## src/hw/rtl/h2d_pkg.sv

```systemverilog
package h2d_pkg;

    localparam int unsigned PREFACE_LEN = 24;
    localparam int unsigned PRIO_LEN    = 5;

    localparam logic [2:0] KIND_HEADER_BYTE = 3'd0;
    localparam logic [2:0] KIND_BODY_BYTE   = 3'd1;
    localparam logic [2:0] KIND_FRAME_END   = 3'd2;
    localparam logic [2:0] KIND_STREAM_RST  = 3'd3;
    localparam logic [2:0] KIND_PREFACE_BAD = 3'd4;

    localparam logic [7:0] FT_DATA     = 8'd0;
    localparam logic [7:0] FT_HEADERS  = 8'd1;
    localparam logic [7:0] FT_RST      = 8'd3;
    localparam logic [7:0] FT_SETTINGS = 8'd4;
    localparam logic [7:0] FT_GOAWAY   = 8'd7;
    localparam logic [7:0] FT_WINUPD   = 8'd8;
    localparam logic [7:0] FT_CONT     = 8'd9;

    localparam int unsigned FLAG_PADDED   = 3;
    localparam int unsigned FLAG_PRIORITY = 5;

    localparam logic       REG_EXPECT_PREFACE = 1'b0;
    localparam logic       REG_EMIT_BODY      = 1'b1;

    typedef struct packed {
        logic [2:0]  kind;
        logic [7:0]  data;
        logic [7:0]  ftype;
        logic [7:0]  flags;
        logic [30:0] stream;
        logic        last;
    } t_result;

    typedef struct packed {
        logic expect_preface;
        logic emit_server_body;
    } t_cfg;

    function automatic logic [7:0] preface_byte(input logic [4:0] idx);
        logic [7:0] b;
        case (idx)
            5'd0:  b = 8'h50;
            5'd1:  b = 8'h52;
            5'd2:  b = 8'h49;
            5'd3:  b = 8'h20;
            5'd4:  b = 8'h2a;
            5'd5:  b = 8'h20;
            5'd6:  b = 8'h48;
            5'd7:  b = 8'h54;
            5'd8:  b = 8'h54;
            5'd9:  b = 8'h50;
            5'd10: b = 8'h2f;
            5'd11: b = 8'h32;
            5'd12: b = 8'h2e;
            5'd13: b = 8'h30;
            5'd14: b = 8'h0d;
            5'd15: b = 8'h0a;
            5'd16: b = 8'h0d;
            5'd17: b = 8'h0a;
            5'd18: b = 8'h53;
            5'd19: b = 8'h4d;
            5'd20: b = 8'h0d;
            5'd21: b = 8'h0a;
            5'd22: b = 8'h0d;
            5'd23: b = 8'h0a;
            default: b = 8'h00;
        endcase
        return b;
    endfunction

endpackage

```

## src/hw/rtl/h2d_parser.sv

```systemverilog
module h2d_parser
    import h2d_pkg::*;
(
    input  logic       i_clk,
    input  logic       i_rst_n,
    input  t_cfg       i_cfg,
    input  logic       i_take,
    input  logic [7:0] i_byte,
    output logic       o_res_valid,
    output t_result    o_res
);

    localparam logic [1:0] PH_PREFACE = 2'd0;
    localparam logic [1:0] PH_HEADER  = 2'd1;
    localparam logic [1:0] PH_PAYLOAD = 2'd2;
    localparam logic [1:0] PH_DISCARD = 2'd3;

    logic [1:0]  r_phase, n_phase;
    logic [4:0]  r_pidx, n_pidx;
    logic [3:0]  r_hcnt, n_hcnt;
    logic [23:0] r_len, n_len;
    logic [7:0]  r_ftype, n_ftype;
    logic [7:0]  r_flags, n_flags;
    logic [30:0] r_stream, n_stream;
    logic [23:0] r_pleft, n_pleft;
    logic [23:0] r_cleft, n_cleft;
    logic [2:0]  r_pskip, n_pskip;
    logic        r_drop, n_drop;
    logic        r_padp, n_padp;

    logic [1:0]  ph;
    logic [23:0] rest;
    logic [23:0] pad_content;
    logic        last;
    logic        fend;
    logic        body_ok;
    logic        hdr_prio;

    always_comb begin
        n_phase     = r_phase;
        n_pidx      = r_pidx;
        n_hcnt      = r_hcnt;
        n_len       = r_len;
        n_ftype     = r_ftype;
        n_flags     = r_flags;
        n_stream    = r_stream;
        n_pleft     = r_pleft;
        n_cleft     = r_cleft;
        n_pskip     = r_pskip;
        n_drop      = r_drop;
        n_padp      = r_padp;
        o_res_valid = 1'b0;
        o_res       = '0;
        fend        = 1'b0;
        last        = 1'b0;
        rest        = r_len - 24'd1;
        pad_content = (rest > {16'd0, i_byte}) ? rest - {16'd0, i_byte} : 24'd0;
        body_ok     = (r_ftype != FT_DATA) || i_cfg.expect_preface || i_cfg.emit_server_body;
        hdr_prio    = (r_ftype == FT_HEADERS) && r_flags[FLAG_PRIORITY];

        ph = r_phase;
        if (r_phase == PH_PREFACE && !i_cfg.expect_preface) begin
            ph     = PH_HEADER;
            n_pidx = '0;
        end

        case (ph)
            PH_PREFACE: begin
                if (r_pidx < 5'(PREFACE_LEN) && i_byte == preface_byte(r_pidx)) begin
                    n_pidx = r_pidx + 5'd1;
                    if (n_pidx == 5'(PREFACE_LEN)) begin
                        n_pidx  = '0;
                        n_phase = PH_HEADER;
                    end
                end else begin
                    n_phase     = PH_DISCARD;
                    o_res_valid = 1'b1;
                    o_res.kind  = KIND_PREFACE_BAD;
                end
            end
            PH_HEADER: begin
                n_phase = PH_HEADER;
                if (r_hcnt == 4'd0) begin
                    n_len = {16'd0, i_byte};
                end else if (r_hcnt < 4'd3) begin
                    n_len = {r_len[15:0], i_byte};
                end else if (r_hcnt == 4'd3) begin
                    n_ftype = i_byte;
                end else if (r_hcnt == 4'd4) begin
                    n_flags = i_byte;
                end else if (r_hcnt == 4'd5) begin
                    n_stream = {24'd0, i_byte[6:0]};
                end else begin
                    n_stream = {r_stream[22:0], i_byte};
                end
                if (r_hcnt < 4'd8) begin
                    n_hcnt = r_hcnt + 4'd1;
                end else begin
                    n_hcnt  = '0;
                    n_pleft = r_len;
                    n_cleft = '0;
                    n_pskip = '0;
                    n_padp  = 1'b0;
                    n_drop  = (n_stream == 31'd0) || r_ftype == FT_SETTINGS ||
                              r_ftype == FT_GOAWAY || r_ftype == FT_WINUPD;
                    if (!n_drop) begin
                        if ((r_ftype == FT_DATA || r_ftype == FT_HEADERS) &&
                            r_flags[FLAG_PADDED]) begin
                            if (r_len == 24'd0) begin
                                n_drop = 1'b1;
                            end else begin
                                n_padp = 1'b1;
                            end
                        end else if (r_ftype == FT_DATA || r_ftype == FT_HEADERS ||
                                     r_ftype == FT_CONT) begin
                            n_cleft = r_len;
                            if (hdr_prio) begin
                                if (r_len < 24'(PRIO_LEN)) begin
                                    n_drop = 1'b1;
                                end else begin
                                    n_pskip = 3'(PRIO_LEN);
                                    n_cleft = r_len - 24'(PRIO_LEN);
                                end
                            end
                        end
                    end
                    if (r_len == 24'd0) begin
                        fend = 1'b1;
                    end else begin
                        n_phase = PH_PAYLOAD;
                    end
                end
            end
            PH_PAYLOAD: begin
                n_pleft = r_pleft - 24'd1;
                last    = (n_pleft == 24'd0);
                fend    = last;
                if (r_drop) begin
                    n_drop = 1'b1;
                end else if (r_padp) begin
                    n_padp  = 1'b0;
                    n_cleft = pad_content;
                    if (hdr_prio) begin
                        if (pad_content < 24'(PRIO_LEN)) begin
                            n_drop = 1'b1;
                        end else begin
                            n_pskip = 3'(PRIO_LEN);
                            n_cleft = pad_content - 24'(PRIO_LEN);
                        end
                    end
                end else if (r_pskip != 3'd0) begin
                    n_pskip = r_pskip - 3'd1;
                end else if (r_cleft != 24'd0) begin
                    n_cleft = r_cleft - 24'd1;
                    if (body_ok) begin
                        fend         = 1'b0;
                        o_res_valid  = 1'b1;
                        o_res.kind   = (r_ftype == FT_DATA) ? KIND_BODY_BYTE : KIND_HEADER_BYTE;
                        o_res.data   = i_byte;
                        o_res.ftype  = r_ftype;
                        o_res.flags  = r_flags;
                        o_res.stream = r_stream;
                        o_res.last   = last;
                        if (last) begin
                            n_phase = PH_HEADER;
                        end
                    end
                end
            end
            default: begin
                n_phase = PH_DISCARD;
            end
        endcase

        if (fend) begin
            n_phase = PH_HEADER;
            if (!n_drop) begin
                o_res_valid  = 1'b1;
                o_res.kind   = (n_ftype == FT_RST) ? KIND_STREAM_RST : KIND_FRAME_END;
                o_res.ftype  = n_ftype;
                o_res.flags  = n_flags;
                o_res.stream = n_stream;
                o_res.last   = 1'b1;
            end
        end
    end

    always_ff @(posedge i_clk) begin
        if (!i_rst_n) begin
            r_phase  <= PH_PREFACE;
            r_pidx   <= '0;
            r_hcnt   <= '0;
            r_len    <= '0;
            r_ftype  <= '0;
            r_flags  <= '0;
            r_stream <= '0;
            r_pleft  <= '0;
            r_cleft  <= '0;
            r_pskip  <= '0;
            r_drop   <= 1'b0;
            r_padp   <= 1'b0;
        end else if (i_take) begin
            r_phase  <= n_phase;
            r_pidx   <= n_pidx;
            r_hcnt   <= n_hcnt;
            r_len    <= n_len;
            r_ftype  <= n_ftype;
            r_flags  <= n_flags;
            r_stream <= n_stream;
            r_pleft  <= n_pleft;
            r_cleft  <= n_cleft;
            r_pskip  <= n_pskip;
            r_drop   <= n_drop;
            r_padp   <= n_padp;
        end
    end

endmodule

```

## src/hw/rtl/h2d_fifo.sv

```systemverilog
module h2d_fifo
    import h2d_pkg::*;
#(
    parameter int unsigned DEPTH = 4
) (
    input  logic                       i_clk,
    input  logic                       i_rst_n,
    input  logic                       i_push,
    input  t_result                    i_data,
    input  logic                       i_pop,
    output t_result                    o_data,
    output logic                       o_empty,
    output logic                       o_full,
    output logic [$clog2(DEPTH+1)-1:0] o_count
);

    localparam int unsigned PW = (DEPTH > 1) ? $clog2(DEPTH) : 1;
    localparam int unsigned CW = $clog2(DEPTH + 1);

    t_result         r_mem [DEPTH];
    logic [PW-1:0]   r_wptr, n_wptr;
    logic [PW-1:0]   r_rptr, n_rptr;
    logic [CW-1:0]   r_count, n_count;
    logic            do_push, do_pop;

    assign o_empty = (r_count == CW'(0));
    assign o_full  = (r_count == CW'(DEPTH));
    assign o_count = r_count;
    assign o_data  = r_mem[r_rptr];
    assign do_push = i_push && !o_full;
    assign do_pop  = i_pop && !o_empty;

    always_comb begin
        n_wptr  = r_wptr;
        n_rptr  = r_rptr;
        n_count = r_count;
        if (do_push) begin
            n_wptr = (r_wptr == PW'(DEPTH - 1)) ? '0 : r_wptr + PW'(1);
        end
        if (do_pop) begin
            n_rptr = (r_rptr == PW'(DEPTH - 1)) ? '0 : r_rptr + PW'(1);
        end
        if (do_push && !do_pop) begin
            n_count = r_count + CW'(1);
        end else if (do_pop && !do_push) begin
            n_count = r_count - CW'(1);
        end
    end

    always_ff @(posedge i_clk) begin
        if (do_push) begin
            r_mem[r_wptr] <= i_data;
        end
    end

    always_ff @(posedge i_clk) begin
        if (!i_rst_n) begin
            r_wptr  <= '0;
            r_rptr  <= '0;
            r_count <= '0;
        end else begin
            r_wptr  <= n_wptr;
            r_rptr  <= n_rptr;
            r_count <= n_count;
        end
    end

endmodule

```

## src/hw/rtl/h2d_back.sv

```systemverilog
module h2d_back
    import h2d_pkg::*;
(
    input  logic    i_clk,
    input  logic    i_rst_n,
    input  t_result i_head,
    input  logic    i_empty,
    output logic    o_pop,
    input  logic    i_ready,
    output logic    o_valid,
    output t_result o_res
);

    logic    r_valid, n_valid;
    t_result r_res;
    logic    load;

    assign load    = !r_valid || i_ready;
    assign o_pop   = load && !i_empty;
    assign n_valid = load ? !i_empty : r_valid;
    assign o_valid = r_valid;
    assign o_res   = r_res;

    always_ff @(posedge i_clk) begin
        if (!i_rst_n) begin
            r_valid <= 1'b0;
        end else begin
            r_valid <= n_valid;
        end
    end

    always_ff @(posedge i_clk) begin
        if (o_pop) begin
            r_res <= i_head;
        end
    end

endmodule

```

## src/hw/rtl/http2_frame_deframer.sv

```systemverilog
// A byte that yields a result is written into the result queue, then moves into the master-side output register.
// One byte per cycle is accepted while the result queue is not full; the parser updates on each accepted byte.
// The slave side stalls only when the result queue is full.
// Reset is synchronous and active low; it returns the parser to the preface check,
// empties the queue and restores the configuration registers to their defaults.
module http2_frame_deframer
    import h2d_pkg::*;
#(
    parameter int unsigned QUEUE_DEPTH = 4
) (
    input  logic        i_clk,
    input  logic        i_rst_n,
    input  logic        s_axis_tvalid,
    output logic        s_axis_tready,
    input  logic [7:0]  s_axis_tdata,   // [7:0] in_byte
    output logic        m_axis_tvalid,
    input  logic        m_axis_tready,
    output logic [55:0] m_axis_tdata,   // out_byte, frame_type_out, frame_flags_out, stream_out
    output logic [2:0]  m_axis_tuser,   // kind
    output logic        m_axis_tlast,
    input  logic        psel,
    input  logic        penable,
    input  logic        pwrite,
    input  logic [2:0]  paddr,
    input  logic [31:0] pwdata,
    output logic [31:0] prdata,
    output logic        pready
);

    localparam int unsigned CW = $clog2(QUEUE_DEPTH + 1);

    t_cfg          r_cfg;
    logic          take;
    logic          res_valid;
    t_result       res;
    t_result       head;
    t_result       out_res;
    logic          q_empty, q_full, q_pop;
    logic [CW-1:0] q_count;

    assign pready = 1'b1;
    assign prdata = (paddr[2] == REG_EMIT_BODY) ? {31'd0, r_cfg.emit_server_body}
                                                : {31'd0, r_cfg.expect_preface};

    always_ff @(posedge i_clk) begin
        if (!i_rst_n) begin
            r_cfg.expect_preface   <= 1'b1;
            r_cfg.emit_server_body <= 1'b0;
        end else if (psel && penable && pwrite && pready) begin
            if (paddr[2] == REG_EXPECT_PREFACE) begin
                r_cfg.expect_preface <= pwdata[0];
            end else begin
                r_cfg.emit_server_body <= pwdata[0];
            end
        end
    end

    assign s_axis_tready = !q_full;
    assign take          = s_axis_tvalid && s_axis_tready;

    h2d_parser u_parser (
        .i_clk       (i_clk),
        .i_rst_n     (i_rst_n),
        .i_cfg       (r_cfg),
        .i_take      (take),
        .i_byte      (s_axis_tdata),
        .o_res_valid (res_valid),
        .o_res       (res)
    );

    h2d_fifo #(
        .DEPTH (QUEUE_DEPTH)
    ) u_fifo (
        .i_clk   (i_clk),
        .i_rst_n (i_rst_n),
        .i_push  (take && res_valid),
        .i_data  (res),
        .i_pop   (q_pop),
        .o_data  (head),
        .o_empty (q_empty),
        .o_full  (q_full),
        .o_count (q_count)
    );

    h2d_back u_back (
        .i_clk   (i_clk),
        .i_rst_n (i_rst_n),
        .i_head  (head),
        .i_empty (q_empty),
        .o_pop   (q_pop),
        .i_ready (m_axis_tready),
        .o_valid (m_axis_tvalid),
        .o_res   (out_res)
    );

    assign m_axis_tdata = {1'b0, out_res.stream, out_res.flags, out_res.ftype, out_res.data};
    assign m_axis_tuser = out_res.kind;
    assign m_axis_tlast = out_res.last;

    a_queue_bound: assert property (@(posedge i_clk) disable iff (!i_rst_n)
        q_count <= CW'(QUEUE_DEPTH))
        else $error("result queue count beyond depth");

    a_kind_range: assert property (@(posedge i_clk) disable iff (!i_rst_n)
        m_axis_tvalid |-> m_axis_tuser <= KIND_PREFACE_BAD)
        else $error("result kind out of range");

    a_end_last: assert property (@(posedge i_clk) disable iff (!i_rst_n)
        m_axis_tvalid && (m_axis_tuser == KIND_FRAME_END || m_axis_tuser == KIND_STREAM_RST)
        |-> m_axis_tlast && m_axis_tdata[7:0] == 8'd0)
        else $error("frame end without last flag or with content");

    a_preface_zero: assert property (@(posedge i_clk) disable iff (!i_rst_n)
        m_axis_tvalid && m_axis_tuser == KIND_PREFACE_BAD
        |-> m_axis_tdata == 56'd0 && !m_axis_tlast)
        else $error("preface mismatch carries frame fields");

endmodule
```

## config.mk

```make
export PLATFORM = sky130hd
export DESIGN_NAME = http2_frame_deframer
export DESIGN_NICKNAME = d
export VERILOG_FILES = /design/src/hw/rtl/h2d_pkg.sv /design/src/hw/rtl/h2d_parser.sv /design/src/hw/rtl/h2d_fifo.sv /design/src/hw/rtl/h2d_back.sv /design/src/hw/rtl/http2_frame_deframer.sv
export SDC_FILE = /design/constraint.sdc
export NUM_CORES = 1
export LEC_CHECK = 0
export BUFFER_PORTS_ARGS = -buffer_cell sky130_fd_sc_hd__clkbuf_2
export CAP_MARGIN = 20
export CORE_MARGIN = 2
export CORE_UTILIZATION = 55
export DETAILED_ROUTE_END_ITERATION = 10
export HOLD_SLACK_MARGIN = 0.06
export PLACE_DENSITY = 0.73
export RECOVER_POWER = 50
export SYNTH_ARGS = -nofsm -noshare
export SYNTH_HDL_FRONTEND = slang
export SYNTH_SLANG_ARGS = --single-unit
```

## constraint.sdc

```tcl
create_clock -name i_clk -period 10 [get_ports i_clk]
set_input_delay 2 -clock i_clk [delete_from_list [all_inputs] [get_ports i_clk]]
set_output_delay 2 -clock i_clk [all_outputs]
set_load 0.005 [all_outputs]
```

Yosys cells after proc, flatten, opt, wreduce, memory -nomap -nowiden
Memory sizes are Yosys's and may differ from the RTL's. A register that Yosys moved wholly into a read port is not among the register bits.
Cells that the tools add are included.
- flip-flop bits (word level): 145
- bits in writable memories: 236
- bits in read-only memories: 224
- input bits: 50
- output and inout bits: 95
- memories kept: 2
- add/sub/neg operators: 13
- magnitude comparators: 6
- equal/unequal tests: 30
- multiplexer cells: 122
- bitwise gates (word level): 1
- reduce and logical (&&, ||, !) cells: 50
- memories (memory ; depth ; width ; rd ports ; clocked after Yosys merged registers in ; wr ports ; RTL line ; RTL):
    u_fifo.r_mem ; 4 ; 59 ; 1 ; 1 ; 1 ; h2d_fifo.sv:20 ; t_result r_mem [DEPTH];
    (no name shown) ; 32 ; 7 ; 1 ; 1 ; 0 ; h2d_pkg.sv:42 ; case (idx)
- operator list (kind ; count):
    two-way mux 24 bit ; 16
    two-way mux 59 bit ; 5
    two-way mux 31 bit ; 7
    two-way mux 48 bit ; 2
    one-hot mux 24 bit (2 select lines) ; 2
    two-way mux 8 bit ; 10
    subtractor 24 x 1 -> 24 bit (second input constant) ; 3
    two-way mux 56 bit ; 1
    zero test 24 bit ; 2
    less-than comparator 24 x 3 -> 1 bit (second input constant) ; 2
    two-way mux 3 bit ; 16
    subtractor 24 x 3 -> 24 bit (second input constant) ; 2
    two-way mux 1 bit ; 35
    zero test 31 bit ; 1
    two-way mux 5 bit ; 6
    two-way mux 2 bit ; 14
    greater-than comparator 24 x 8 -> 1 bit ; 1
    nonzero test 24 bit ; 1
    subtractor 24 x 8 -> 24 bit ; 1
    == test 8 x 3 -> 1 bit (second input constant) ; 2
    == test 8 x 4 -> 1 bit (second input constant) ; 2
    inequality test 3 x 1 -> 1 bit (second input constant) ; 5
    logical AND 1 bit ; 13
    inequality test 3 bit (second input constant) ; 4
    other kinds (40) ; 69

Depth between registers and ports, before layout
Gate-level depths: netlist (run 1).
- depth after elaboration: 22
- mapped depth: 28

Hierarchy
Synthesis (run 1) repeated with hierarchy kept, for this count alone.
- cells, all modules: 2015
- area, all modules: 22485.3 µm²
- modules (own cells, without submodules) (module ; times used ; cells each ; area each (µm²)):
    h2d_parser ; 1 ; 1543 ; 11290.8
    h2d_fifo ; 1 ; 360 ; 9001.1
    h2d_back ; 1 ; 63 ; 1815.5
    http2_frame_deframer ; 1 ; 49 ; 377.9

Worst setup path after synthesis (run 1)
OpenSTA, ideal clock, no wires.
- path kind: in2reg
- from: input s_axis_tdata[1]
- to: memory u_fifo.r_mem[3][0] (netlist bit) (enable)
- setup time: 423 ps
- data arrival time: 6830 ps
- data required time: 9577 ps
- setup slack: 2747 ps
- stages on the path: 14
- path buffers: 1
- path through: clkbuf_1 > inv_1 > fa_1 > nand3_1 > a21oi_1 > a2111oi_1 > nand3_1 > nor4_1 > xor2_1 > nor2_1 > a41o_1 > a211o_4 > a21oi_2 > and2_1
- cells in the longest elaborated chain, start to end: 19
- elaborated cells on any way between the ends: 31
- classes of those cells: add/sub: 1; order compare: 2; eq/ne: 1; mux: 20; reduce/logical: 7
- RTL lines (what ; RTL line ; RTL):
    from (decl) ; http2_frame_deframer.sv:15 ; input logic [7:0] s_axis_tdata,
    branches (longest 14 deep; another with subtractor 24 x 8 -> 24 bit) ; -- ;
    two-way mux 1 bit (*) ; h2d_parser.sv:175 ; if (fend) begin
    logical AND 1 bit (*) ; http2_frame_deframer.sv:76 ; .i_push (take && res_valid),
    logical AND 1 bit (*) ; h2d_fifo.sv:30 ; assign do_push = i_push && !o_full;
    net u_fifo.do_push ; h2d_fifo.sv:24 ; logic do_push, do_pop;
    two-way mux 1 bit (*) ; h2d_fifo.sv:51 ; if (do_push) begin
    two-way mux 1 bit (implied by the code) (*) ; h2d_fifo.sv:52 ; r_mem[r_wptr] <= i_data;
    to (decl) ; h2d_fifo.sv:20 ;
Mark *: on every way through the listed nets, which the timed path passes. The select of a mux whose other input is x is not followed.

Final worst setup path (run 1)
- from: input s_axis_tdata[6]
- to: memory u_fifo.r_mem[3][51] (netlist bit) (enable)
Same word-level chain as after synthesis.

==> summary.json, run 1 <==
{
  "run_status": {
    "status": "complete, but fails checks",
    "violations": "max-capacitance violations, max-slew violations"
  },
  "timing": {
    "grt_setup_unrepaired": "no",
    "finalHoldViolCount": 0,
    "fin_worst_skew_ns": 0.0313,
    "finalWorstSetupSlack_ns": 1.55,
    "final_min_period_over_clock_period_pct": 84.5,
    "worstMarginPinSlew_ns": 3.37,
    "slew_viol_final": 304,
    "min_period_ns": 8.45,
    "timing.final.setup_violations": 0,
    "final.setup.tns_ns": 0,
    "fmaxAchievable_ghz": 0.118,
    "max_slew_margin_pct": -125
  },
  "critical_path": {
    "critical_path.startpoint_type": "input port",
    "path_delay_family": "simple AND/OR/NAND/NOR gates",
    "worstPathBufferInverterCount": 3,
    "worstPathMaxFanout": 36,
    "setup.worst_path.end_class": "flop",
    "r2r_slack_ns": 2.03,
    "critPathArrivalTime_ns": 8.73,
    "cp-startpoint": "s_axis_tdata[6]",
    "crit_required_ns": 10.28,
    "setup.worst_path.class": "in2reg",
    "critical-path-max-stage-delay_ns": 0.96,
    "path_cells": "clkbuf_1, inv_1, ha_1, nand4_1, a21oi_1, a2111oi_0, nor2_1, nor2_1, nand4_1, nand2b_1, ha_1, nor2_1, or4_1, or4_1, nor3_1, a41o_1, a211o_1, a21oi_1, and2_2, buf_4",
    "critPathSlowestCell": "a2111oi_0",
    "critical-path-top-cell-by-count": "nor2_1",
    "regToRegStartpoint": "u_parser.r_len[0]$_SDFFE_PN0P_"
  },
  "finish": {
    "nNetsFinal": 2130,
    "layout.filler_cells": 3175,
    "final_cell_mix": "edfxtp_1 (295), nor2_1 (211), nand2_1 (171), dfxtp_1 (151), a21oi_1 (127)",
    "drive_gt1_share_pct": 11.1,
    "antennaDiodeCount": 0,
    "mostFrequentLayoutCell": "edfxtp_1",
    "syn_to_final_growth_pct": 8.72
  },
  "synthesis": {
    "synth_top_family_by_area": "simple AND/OR/NAND/NOR gates",
    "netlist_top_cells_area": "edfxtp_1 (40%), dfxtp_1 (14%), mux4_2 (6.0%)",
    "synth.yosys.seq_area_share_pct": 53.5,
    "synth.ff_latch_count": 447,
    "synthAdderAreaFrac_pct": 2.09,
    "synth.avg_cell_area_sq_um": 11.0,
    "synth_cell_types": 101,
    "post_synth_and_or_nand_nor_area_fraction_pct": 16.5,
    "synth-compound-area-share_pct": 12.9,
    "ys_dominant_reg_cell": "edfxtp_1",
    "muxShareOfSynthArea_pct": 7.08,
    "synth_xor_xnor_area_share_pct": 3.77,
    "yosys_warnings": 0,
    "synthDominantCellAreaShare_pct": 39.8,
    "async_reset_ff_share_pct": 0,
    "syn_std_cell_area_sq_um": 22200,
    "yosysTopAreaCell": "edfxtp_1",
    "synth-edff-count": 295,
    "syn_inst": 2020
  },
  "cts": {
    "htree_levels": 2,
    "post_cts.repair.setup_buffers": 0,
    "tritoncts": "done",
    "cts_max_path_buffers": 3,
    "clock_latency_ns": 0.59,
    "worst_setup_hold_path_clk_slew_ns": 0.06,
    "holdBufCountCts": 0,
    "cts_root_buf": "clkbuf_16",
    "clk_sink_count": 447,
    "cts_made_buffers": 45,
    "cts.repair.resized": 0
  },
  "floorplanning": {
    "design.core.area_sq_um": 39800,
    "placementRows": 73,
    "die_width_um": 205,
    "effective_utilization_at_floorplan_pct": 55.9,
    "die_height_um": 205,
    "fp.dieArea_sq_um": 42100,
    "io_pins": 145
  },
  "detailed_routing": {
    "number_of_violations_reported_at_the_end_of_detailed_routing_iteration_0": 1576,
    "detailed_routing_iteration_count_for_the_pre_antenna_repair_pass": 5,
    "post-route-drc-count": 0,
    "via_count": 16472,
    "post_drt_wl_per_cell_um": 21.5,
    "detail_route.wirelength_mm": 56.0,
    "drtAntennaViolNets": 0,
    "vias_per_cell": 6.32
  },
  "placed_design": {
    "dpl.hpwl_mm": 36.7,
    "numPortBuffers": 78,
    "dpl_worst_slack_ns": 1.63,
    "gp_routability_congestion": 0.957
  },
  "global_route": {
    "first_global_vias": 15459,
    "grt_usage_pct": 26.5,
    "pin_count_of_the_biggest_net_entering_global_routing": 69,
    "number_of_antenna_violations_at_the_first_check_in_global_routing": 0,
    "grt-ovfl-total": 0,
    "grt_first_pass_wirelength_mm": 86.9
  },
  "hold_path": {
    "hold_path_class": "reg2reg",
    "min_from": "u_parser.r_pleft[11]$_SDFFE_PN0P_"
  },
  "power": {
    "power.ir.vdd_worst_mv": 0.157,
    "leakage_nw": 8.18,
    "power_per_cell_area_nw_per_um2": 238
  },
  "job": {
    "max-cap-violations": 7
  }
}
## where the power goes
group	switching, mW	internal, mW	total (mW)
clock network	0.725	0.948	1.67
logic	0.972	0.643	1.61
registers	0.155	2.31	2.47
## state kept, by name (all words and copies together) (netlist names), 3 cells and up, named ones only
name               flops
u_parser.r_hcnt        4
u_parser.r_pskip       3
u_parser.r_len        24
u_parser.r_cleft      24
u_parser.r_stream     31
u_parser.r_flags       8
u_parser.r_ftype       8
u_back.o_res          59
u_parser.r_pidx        5
u_fifo.o_count         3
u_parser.r_pleft      24
u_fifo.r_mem         236
## layout make-up
cell class,count,area [sq um],share of cell area (%)
well taps,525,657,2.72
inverters,46,174,0.719
clock inverters,28,283,1.17
repair buffers,99,478,1.98
clock buffers,55,1170,4.85
multi-input cells,1405,9520,39.4
flip-flops and latches,447,11900,49.2
## stage by stage
step / power [mW] / area [sq um] / hold WS (ns) / cells / util, %
after detailed placement: 4.11 / 22900 / 0.484 / 2522 / 57.4
after CTS: 5.80 / 24300 / 0.495 / 2605 / 61.1
after global routing: 6.03 / 24200 / 0.523 / 2605 / 60.7
after global placement: 4.06 / 22900 / 0.477 / 2522 / 57.4
after floorplan: 3.63 / 22400 / 0.452 / 2051 / -
final: 5.76 / 24200 / 0.498 / 2605 / 60.7
## routing by layer
metal,vias to the layer above,global-route usage [%],wire length (um)
met5,-,0,0
met4,0,9.64,1800
met3,108,3.52,3670
met2,668,45.0,27900
met1,8111,34.9,22600
li1,7585,-,-
## tightest hold or removal path: stages, from the launching register on
cell	delay, ns
dfxtp_1	0.32
o21ai_0	0.07
a21oi_1	0.06
## worst paths after layout
kind,cells past startpoint,to
worst max-delay path,20,u_fifo.r_mem[3][51]$_DFFE_PP_
worst min-delay path,2,u_parser.r_pleft[11]$_SDFFE_PN0P_
worst max register to register,23,u_fifo.r_mem[3][51]$_DFFE_PP_
worst min register to register,2,u_parser.r_pleft[11]$_SDFFE_PN0P_
## cell families after synthesis
group	after synthesis
adder cells (fa/ha/maj)	36
buffers and inverters	199
flip-flops	447
AO/OA/AOI/OAI	430
XOR/XNOR	95
other	2
multiplexers	83
AND/OR/NAND/NOR	728
## Yosys cell counts, drive strengths merged (6+ instances only)
master / count
or3: 19
o22ai: 18
xor2: 37
o31ai: 11
xnor2: 58
or2: 17
mux2i: 20
nor3: 57
nand4: 24
a211oi: 8
o21a: 8
nand4b: 6
nand3: 49
a22o: 33
a21oi: 129
nor2b: 14
or4: 20
clkbuf: 93
nor4: 42
o211ai: 10
a21o: 10
ha: 34
a22oi: 33
mux4: 59
o221ai: 8
and4: 7
a31oi: 17
nand3b: 11
nor2: 212
and3: 10
dfxtp: 152
inv: 46
nand2: 171
and2: 31
o21ai: 87
nand2b: 16
nor4b: 7
edfxtp: 295
buf: 60
nor3b: 9
No activity file was read; power rests on OpenSTA's default activity.
==> run 2, diff against run 1 <==
--- a/config.mk
+++ b/config.mk
@@ -11,7 +11,7 @@
 export CORE_UTILIZATION = 55
 export DETAILED_ROUTE_END_ITERATION = 10
 export HOLD_SLACK_MARGIN = 0.06
-export PLACE_DENSITY = 0.73
+export PLACE_DENSITY = 0.76
 export RECOVER_POWER = 50
 export SYNTH_ARGS = -nofsm -noshare
 export SYNTH_HDL_FRONTEND = slang
==> constraint.sdc (replaced) <==
create_clock -name i_clk -period 7.77 [get_ports i_clk]
set_input_delay 1.554 -clock i_clk [delete_from_list [all_inputs] [get_ports i_clk]]
set_output_delay 1.554 -clock i_clk [all_outputs]
set_load 0.005 [all_outputs]
==> run 2 against run 1 <==
The flow still finishes with violations (max-capacitance violations, max-slew violations). Sequential share of layout area shrank 0.58 points. Count of clock-buffer cells in the layout shrank 6. Cell count grew 0.58%. Worst setup slack lost 0.79 ns. Register-to-register slack lost 1.3 ns. First-iteration DRC count grew 2.6%. Global-route usage grew 0.25 points. Critical endpoint is now u_fifo.r_mem[0][18]$_DFFE_PP_.
==> summary.json, run 2 (synthesis results as in run 1) <==
{
  "run_status": {
    "status": "complete, but fails checks",
    "violations": "max-capacitance violations, max-slew violations"
  },
  "detailed_routing": {
    "number_of_violations_reported_at_the_end_of_detailed_routing_iteration_0": {"value": 1617, "change": "+2.6%"},
    "post-route-drc-count": {"value": 0, "change": "unchanged"},
    "drtAntennaViolNets": {"value": 0, "change": "unchanged"},
    "detailed_routing_iteration_count_for_the_pre_antenna_repair_pass": {"value": 6, "change": "+1"},
    "via_count": {"value": 16558, "change": "+0.52%"},
    "post_drt_wl_per_cell": {"value": 21.4, "unit": "um", "change": "-0.59%"},
    "vias_per_cell": {"value": 6.32, "change": "about the same"},
    "detail_route.wirelength": {"value": 56.0, "unit": "mm", "change": "about the same"}
  },
  "power": {
    "leakage": {"value": 8.31, "unit": "nW", "change": "+1.7%"},
    "power_per_cell_area": {"value": 307, "unit": "nW/um^2", "change": "+29%"},
    "fin_total_pwr": {"value": 7.51, "unit": "mW", "change": "+31%"},
    "power.ir.vdd_worst": {"value": 0.165, "unit": "mV", "change": "+5.0%"},
    "switching_power_as_a_share_of_total_power": {"value": 31.8, "unit": "%", "change": "-0.40 points"},
    "power_report.internal_total": {"value": 5.13, "unit": "mW", "change": "+31%"},
    "seqPwrFrac": {"value": 41.9, "unit": "%", "change": "-1.0 points"},
    "power_frac_clock": {"value": 29.5, "unit": "%", "change": "+0.4 points"},
    "net-switching-power": {"value": 2.39, "unit": "mW", "change": "+29%"},
    "logic_pwr_share": {"value": 28.6, "unit": "%", "change": "+0.6 points"}
  },
  "finish": {
    "final_cell_mix": "edfxtp_1 (295), nor2_1 (211), nand2_1 (171), dfxtp_1 (150), a21oi_1 (126)",
    "mostFrequentLayoutCell": "edfxtp_1",
    "layout.filler_cells": {"value": 3146, "change": "-0.91%"},
    "drive_gt1_share": {"value": 12.3, "unit": "%", "change": "+1.2 points"},
    "nNetsFinal": {"value": 2145, "change": "+0.70%"},
    "antennaDiodeCount": {"value": 0, "change": "unchanged"},
    "largest_reg_flops": {"value": 236, "change": "unchanged"},
    "top_register": "u_fifo.r_mem",
    "syn_to_final_growth_pct": 10.1
  },
  "critical_path": {
    "worstPathMaxFanout": {"value": 31, "change": "-14%"},
    "critPathArrivalTime": {"value": 7.32, "unit": "ns", "change": "-1.41 ns"},
    "setup.worst_path.end_class": "flop",
    "r2r_slack": {"value": 0.76, "unit": "ns", "change": "-1.27 ns"},
    "regToRegStartpoint": "u_parser.r_len[0]$_SDFFE_PN0P_",
    "setup.worst_path.class": "reg2reg",
    "crit_required": {"value": 8.08, "unit": "ns", "change": "-2.20 ns"},
    "ff2ff_path_depth": {"value": 24, "change": "+4.3%"},
    "timing.rr.end": "u_fifo.r_mem[0][18]$_DFFE_PP_",
    "critical_path.startpoint_type": "flop"
  },
  "cts": {
    "cts_max_path_buffers": {"value": 3, "change": "unchanged"},
    "tritoncts": "done",
    "holdBufCountCts": {"value": 0, "change": "unchanged"},
    "clock_latency": {"value": 0.59, "unit": "ns", "change": "about the same"},
    "worst_setup_hold_path_clk_slew": {"value": 0.07, "unit": "ns", "change": "about the same"},
    "cts_root_buf": "clkbuf_16",
    "htree_levels": {"value": 2, "change": "unchanged"},
    "cts.repair.resized": {"value": 0, "change": "unchanged"},
    "post_cts.repair.setup_buffers": {"value": 0, "change": "unchanged"},
    "clk_sink_count": {"value": 447, "change": "unchanged"},
    "cts_made_buffers": {"value": 44, "change": "-2.2%"}
  },
  "global_route": {
    "number_of_antenna_violations_at_the_first_check_in_global_routing": {"value": 0, "change": "unchanged"},
    "grt-ovfl-total": {"value": 0, "change": "unchanged"},
    "globalRouteMet1Util": {"value": 35.3, "unit": "%", "change": "+0.43 points"},
    "grt_first_pass_wirelength": {"value": 87.6, "unit": "mm", "change": "+0.72%"},
    "grtUsageMet2": {"value": 44.6, "unit": "%", "change": "-0.40 points"},
    "grt_most_used_layer": "met2",
    "first_global_vias": {"value": 15599, "change": "+0.91%"},
    "pin_count_of_the_biggest_net_entering_global_routing": {"value": 65, "change": "-5.8%"},
    "grt_usage": {"value": 26.7, "unit": "%", "change": "+0.25 points"},
    "grt_use_met3": {"value": 3.17, "unit": "%", "change": "-0.35 points"}
  },
  "hold_path": {
    "holdPathEnd": "u_parser.r_pleft[11]$_SDFFE_PN0P_",
    "min_delay_path_depth": {"value": 2, "change": "unchanged"},
    "hold_path_class": "reg2reg",
    "min_from": "u_parser.r_pleft[11]$_SDFFE_PN0P_"
  },
  "job": {
    "max-cap-violations": {"value": 5, "change": "-2"}
  },
  "floorplanning": {
    "fp.dieArea": {"value": 42100, "unit": "sq um", "change": "unchanged"},
    "effective_utilization_at_floorplan": {"value": 55.9, "unit": "%", "change": "unchanged"},
    "placementRows": {"value": 73, "change": "unchanged"},
    "io_pins": {"value": 145, "change": "unchanged"},
    "die_width": {"value": 205, "unit": "um", "change": "unchanged"},
    "die_height": {"value": 205, "unit": "um", "change": "unchanged"},
    "design.core.area": {"value": 39800, "unit": "sq um", "change": "unchanged"}
  },
  "placed_design": {
    "dpl.hpwl": {"value": 37.4, "unit": "mm", "change": "+1.8%"},
    "gp_routability_congestion": {"value": 0.942, "change": "-1.5%"},
    "numPortBuffers": {"value": 78, "change": "unchanged"},
    "dpl_worst_slack": {"value": 0.561, "unit": "ns", "change": "-1.07 ns"}
  },
  "timing": {
    "slew_viol_final": {"value": 236, "change": "-22%"},
    "worstMarginPinSlew": {"value": 3.87, "unit": "ns", "change": "+0.490 ns"},
    "max_slew_margin": {"value": -158, "unit": "%", "change": "-33 points"},
    "finalWorstSetupSlack": {"value": 0.761, "unit": "ns", "change": "-0.789 ns"},
    "fin_worst_skew": {"value": 0.0275, "unit": "ns", "change": "-0.00375 ns"},
    "grt_setup_unrepaired": "no",
    "timing.final.setup_violations": {"value": 0, "change": "unchanged"},
    "finalHoldViolCount": {"value": 0, "change": "unchanged"},
    "fmaxAchievable_ghz": 0.143,
    "final.setup.tns": {"value": 0, "unit": "ns", "change": "unchanged"},
    "min_period_ns": 7.01,
    "final_min_period_over_clock_period_pct": 90.2
  }
}
run 2: critical path, cell delays in order, from the launching register on:
cell and delay, ns:
dfxtp_1 0.45, inv_1 0.17, ha_1 0.29, or4b_4 0.54, nor2_1 0.13, xor2_1 0.16
ha_1 0.32, nand4_1 0.14, a21oi_1 0.08, a2111oi_0 0.40, buf_4 0.20, nor2_1 0.05
nor2_1 0.18, nand4_1 0.35, nand2b_1 0.19, ha_1 0.18, nor2_1 0.06, or4_1 0.58
or4_1 0.50, nor3_1 0.16, a41o_1 0.31, a211o_4 0.23, o21ai_0 0.09, clkbuf_2 0.48
a22o_1 0.45
run 2: worst max path at each step:
stage | startpoint | endpoint | cells after the start
floorplan | s_axis_tdata[1] | u_fifo.r_mem[3][0]$_DFFE_PP_ | 14
finish | u_parser.r_len[0]$_SDFFE_PN0P_ | u_fifo.r_mem[0][18]$_DFFE_PP_ | 24
global placement | s_axis_tdata[0] | u_fifo.o_count[2]$_SDFFE_PN0P_ | 26
CTS | u_parser.r_len[0]$_SDFFE_PN0P_ | u_fifo.o_count[2]$_SDFFE_PN0P_ | 28
global route | u_parser.r_len[0]$_SDFFE_PN0P_ | u_fifo.o_count[2]$_SDFFE_PN0P_ | 28
detailed placement | s_axis_tdata[0] | u_fifo.o_count[2]$_SDFFE_PN0P_ | 26
run 2: per-layer routing:
metal / part of all wire (%) / vias up
met2: 49 / 672
met5: 0 / -
met4: 4.1 / 0
met1: 41 / 8138
li1: - / 7613
met3: 6.2 / 135
run 2: per-stage QoR:
step / utilization, % / instance area, sq um / hold slack (ns) / instances
3_3_place_gp: 57.9 / 23100 / 0.469 / 2538
6_report: 61.5 / 24500 / 0.491 / 2620
3_5_place_dp: 57.9 / 23100 / 0.480 / 2538
4_1_cts: 61.8 / 24600 / 0.489 / 2620
5_1_grt: 61.5 / 24500 / 0.530 / 2620
2_1_floorplan: - / 22400 / 0.452 / 2051
run 2: power by group through the flow:
stage	logic [mW]	registers, mW	clock network (mW)
final	2.15	3.15	2.22
after global routing	2.35	3.19	2.34
after CTS	2.15	3.14	2.25
after detailed placement	2.14	3.18	0
after global placement	2.10	3.16	0
after floorplan	1.53	3.14	0
run 2: area by class of cell:
type                       count  area, sq um  area share, %
tap                          525          657           2.68
clock buffer                  49         1140           4.66
inverter                      46          174          0.710
sequential                   447        11900           48.6
clock inverter                33          389           1.59
multi-input combinational   1405         9540           38.9
timing repair buffer         115          682           2.79
==> run 3, diff against run 2 <==
--- a/config.mk
+++ b/config.mk
@@ -7,6 +7,7 @@
 export LEC_CHECK = 0
 export BUFFER_PORTS_ARGS = -buffer_cell sky130_fd_sc_hd__clkbuf_2
 export CAP_MARGIN = 20
+export CORE_ASPECT_RATIO = 1.2
 export CORE_MARGIN = 2
 export CORE_UTILIZATION = 55
 export DETAILED_ROUTE_END_ITERATION = 10
==> run 3 against run 2 <==
Utilization is 0.51 points lower. Critical path depth stayed put. Combinational power hardly changed. Sequential share of layout area is 0.38 points higher. Worst setup slack worse by 0.15 ns. Clock skew is 0.013 ns lower. The run still ends with max-capacitance violations, max-slew violations left. Sequential power hardly changed. Fmax is 2.2% lower.
==> summary.json, run 3 (synthesis results as in run 1) <==
{
  "finish": {
    "antennaDiodeCount": {"value": 0, "change": "unchanged"},
    "syn_to_final_growth_pct": 9.19,
    "mostFrequentLayoutCell": "edfxtp_1",
    "nNetsFinal": {"value": 2146, "change": "+0.047%"},
    "drive_gt1_share": {"value": 11.8, "unit": "%", "change": "-0.42 points"},
    "largest_reg_flops": {"value": 236, "change": "unchanged"},
    "layout.filler_cells": {"value": 3206, "change": "+1.9%"},
    "final_util": {"value": 61.0, "unit": "%", "change": "-0.51 points"},
    "final_cell_mix": "edfxtp_1 (295), nor2_1 (211), nand2_1 (171), dfxtp_1 (151), a21oi_1 (126)",
    "top_register": "u_fifo.r_mem"
  },
  "run_status": {
    "violations": "max-capacitance violations, max-slew violations",
    "status": "complete, but fails checks"
  },
  "power": {
    "power_report.internal_total": {"value": 4.96, "unit": "mW", "change": "-3.3%"},
    "fin_total_pwr": {"value": 7.29, "unit": "mW", "change": "-3.0%"},
    "leakage": {"value": 8.24, "unit": "nW", "change": "-0.85%"},
    "logic_pwr_share": {"value": 29.2, "unit": "%", "change": "+0.6 points"},
    "power_frac_clock": {"value": 27.8, "unit": "%", "change": "-1.7 points"},
    "power.ir.vdd_worst": {"value": 0.166, "unit": "mV", "change": "+0.40%"},
    "power_per_cell_area": {"value": 300, "unit": "nW/um^2", "change": "-2.2%"},
    "net-switching-power": {"value": 2.33, "unit": "mW", "change": "-2.3%"},
    "switching_power_as_a_share_of_total_power": {"value": 32.0, "unit": "%", "change": "+0.21 points"},
    "seqPwrFrac": {"value": 42.9, "unit": "%", "change": "+1.0 points"}
  },
  "cts": {
    "worst_setup_hold_path_clk_slew": {"value": 0.07, "unit": "ns", "change": "about the same"},
    "clock_latency": {"value": 0.56, "unit": "ns", "change": "-0.03 ns"},
    "cts_max_path_buffers": {"value": 3, "change": "unchanged"},
    "cts_made_buffers": {"value": 43, "change": "-2.3%"},
    "htree_levels": {"value": 2, "change": "unchanged"},
    "clk_sink_count": {"value": 447, "change": "unchanged"},
    "cts_root_buf": "clkbuf_16",
    "cts.repair.resized": {"value": 0, "change": "unchanged"},
    "holdBufCountCts": {"value": 0, "change": "unchanged"},
    "tritoncts": "done",
    "post_cts.repair.setup_buffers": {"value": 0, "change": "unchanged"}
  },
  "hold_path": {
    "min_delay_path_depth": {"value": 2, "change": "unchanged"},
    "holdPathEnd": "u_parser.r_pskip[1]$_SDFFE_PN0P_",
    "min_from": "u_parser.r_pskip[1]$_SDFFE_PN0P_",
    "hold_path_class": "reg2reg"
  },
  "timing": {
    "final.setup.tns": {"value": 0, "unit": "ns", "change": "unchanged"},
    "worstMarginPinSlew": {"value": 3.58, "unit": "ns", "change": "-0.283 ns"},
    "fmaxAchievable": {"value": 0.140, "unit": "GHz", "change": "-2.2%"},
    "fin_worst_skew": {"value": 0.0144, "unit": "ns", "change": "-0.0132 ns"},
    "min_period": {"value": 7.16, "unit": "ns", "change": "+0.154 ns"},
    "finalHoldViolCount": {"value": 0, "change": "unchanged"},
    "grt_setup_unrepaired": "no",
    "max_slew_margin": {"value": -139, "unit": "%", "change": "+19 points"},
    "timing.final.setup_violations": {"value": 0, "change": "unchanged"},
    "final_min_period_over_clock_period": {"value": 92.2, "unit": "%", "change": "+2.0 points"},
    "slew_viol_final": {"value": 282, "change": "+19%"}
  },
  "placed_design": {
    "gp_routability_congestion": {"value": 0.944, "change": "+0.22%"},
    "dpl.hpwl": {"value": 37.3, "unit": "mm", "change": "-0.18%"},
    "numPortBuffers": {"value": 78, "change": "unchanged"}
  },
  "floorplanning": {
    "effective_utilization_at_floorplan": {"value": 55.8, "unit": "%", "change": "about the same"},
    "fp.dieArea": {"value": 42100, "unit": "sq um", "change": "about the same"},
    "design.core.area": {"value": 39800, "unit": "sq um", "change": "about the same"},
    "die_height": {"value": 224, "unit": "um", "change": "+9.4%"},
    "io_pins": {"value": 145, "change": "unchanged"},
    "placementRows": {"value": 80, "change": "+9.6%"},
    "die_width": {"value": 188, "unit": "um", "change": "-8.5%"}
  },
  "global_route": {
    "number_of_antenna_violations_at_the_first_check_in_global_routing": {"value": 1, "change": "+1"},
    "grt_usage": {"value": 26.2, "unit": "%", "change": "-0.56 points"},
    "pin_count_of_the_biggest_net_entering_global_routing": {"value": 65, "change": "unchanged"},
    "first_global_vias": {"value": 15839, "change": "+1.5%"},
    "grt_first_pass_wirelength": {"value": 87.5, "unit": "mm", "change": "about the same"},
    "grt-ovfl-total": {"value": 0, "change": "unchanged"}
  },
  "critical_path": {
    "crit_required": {"value": 8.06, "unit": "ns", "change": "-0.02 ns"},
    "r2r_slack": {"value": 0.61, "unit": "ns", "change": "-0.15 ns"},
    "setup.worst_path.end_class": "flop",
    "ff2ff_path_depth": {"value": 24, "change": "unchanged"},
    "critPathArrivalTime": {"value": 7.45, "unit": "ns", "change": "+0.13 ns"},
    "worstPathMaxFanout": {"value": 16, "change": "-48%"},
    "critical_path.startpoint_type": "flop",
    "setup.worst_path.class": "reg2reg",
    "timing.rr.end": "u_fifo.r_mem[1][18]$_DFFE_PP_",
    "regToRegStartpoint": "u_parser.r_len[0]$_SDFFE_PN0P_"
  },
  "detailed_routing": {
    "detail_route.wirelength": {"value": 55.8, "unit": "mm", "change": "-0.32%"},
    "drtAntennaViolNets": {"value": 0, "change": "unchanged"},
    "via_count": {"value": 16456, "change": "-0.62%"},
    "post_drt_wl_per_cell": {"value": 21.2, "unit": "um", "change": "-0.58%"},
    "post-route-drc-count": {"value": 0, "change": "unchanged"},
    "number_of_violations_reported_at_the_end_of_detailed_routing_iteration_0": {"value": 1599, "change": "-1.1%"},
    "detailed_routing_iteration_count_for_the_pre_antenna_repair_pass": {"value": 5, "change": "-1"},
    "vias_per_cell": {"value": 6.26, "change": "-0.88%"}
  },
  "job": {
    "max-cap-violations": {"value": 6, "change": "+1"}
  }
}
run 3: cell count changes in the layout (fill, tap and decap cells not counted), moves of 4 or more:
cell       delta
clkbuf_1     +11
clkbuf_2      +7
bufinv_16     -4
clkinv_1      -4
clkinv_2      -4
inv_6         +4
run 3: power groups by stage:
stage	registers, mW	clock network, mW	logic [mW]
after floorplan	3.14	0	1.53
after global placement	3.14	0	2.10
after detailed placement	3.17	0	2.13
after CTS	3.12	2.06	2.16
after global routing	3.17	2.14	2.34
final	3.13	2.03	2.13
run 3: layer usage:
metal  GRT usage, %  vias to the layer above  share of wire, %  routed length (um)
met5              0                        -             0.020                  11
met2           46.3                      679                51               28300
met1           32.3                     8020                39               21800
li1               -                     7597                 -                   -
met4           11.5                        2               4.6                2560
met3           3.21                      158               5.6                3140
run 3: worst max-delay path: stages (launching register included):
cell and delay [ns]:
dfxtp_1 0.46, inv_1 0.18, ha_1 0.31, or4b_1 0.60, nor2_1 0.16, xor2_1 0.19
ha_1 0.32, nand4_1 0.14, a21oi_1 0.08, a2111oi_0 0.40, clkbuf_1 0.24, nor2_1 0.08
nor2_1 0.19, nand4_1 0.29, nand2b_1 0.18, ha_1 0.17, nor2_1 0.05, or4_1 0.56
or4_1 0.49, nor3_1 0.15, a41o_1 0.31, a211o_4 0.23, a21oi_2 0.15, and2_1 0.53
buf_4 0.39
run 3: metrics by stage:
step | instances | worst slack [ns] | hold WS, ns | area [sq um]
after floorplan | 2051 | 0.963 | 0.452 | 22400
after global placement | 2547 | 0.773 | 0.468 | 23000
after detailed placement | 2547 | 0.699 | 0.487 | 23000
after CTS | 2626 | 0.875 | 0.496 | 24400
after global routing | 2627 | 0.295 | 0.523 | 24300
final | 2627 | 0.606 | 0.499 | 24300
run 3: final cells by class:
class	instances	area (sq um)	area share [%]
Clock inverter	17	173	0.711
Multi-Input combinational cell	1405	9530	39.2
Inverter	46	174	0.716
Tap cell	533	667	2.75
Sequential cell	447	11900	49.0
Clock buffer	62	1180	4.86
Timing Repair Buffer	117	659	2.71
run 3: how the worst max path moves through the flow:
stage                                   start                        endpoint  slack (ns)  cells past startpoint
2_1_floorplan                 s_axis_tdata[1]    u_fifo.r_mem[3][0]$_DFFE_PP_        0.96                     14
3_3_place_gp                  s_axis_tdata[0]  u_fifo.o_count[2]$_SDFFE_PN0P_        0.77                     26
3_5_place_dp                  s_axis_tdata[0]  u_fifo.o_count[2]$_SDFFE_PN0P_        0.70                     26
4_1_cts        u_parser.r_len[0]$_SDFFE_PN0P_  u_fifo.o_count[2]$_SDFFE_PN0P_        0.88                     28
5_1_grt        u_parser.r_len[0]$_SDFFE_PN0P_   u_fifo.r_mem[1][13]$_DFFE_PP_        0.29                     24
6_report       u_parser.r_len[0]$_SDFFE_PN0P_   u_fifo.r_mem[1][18]$_DFFE_PP_        0.61                     24
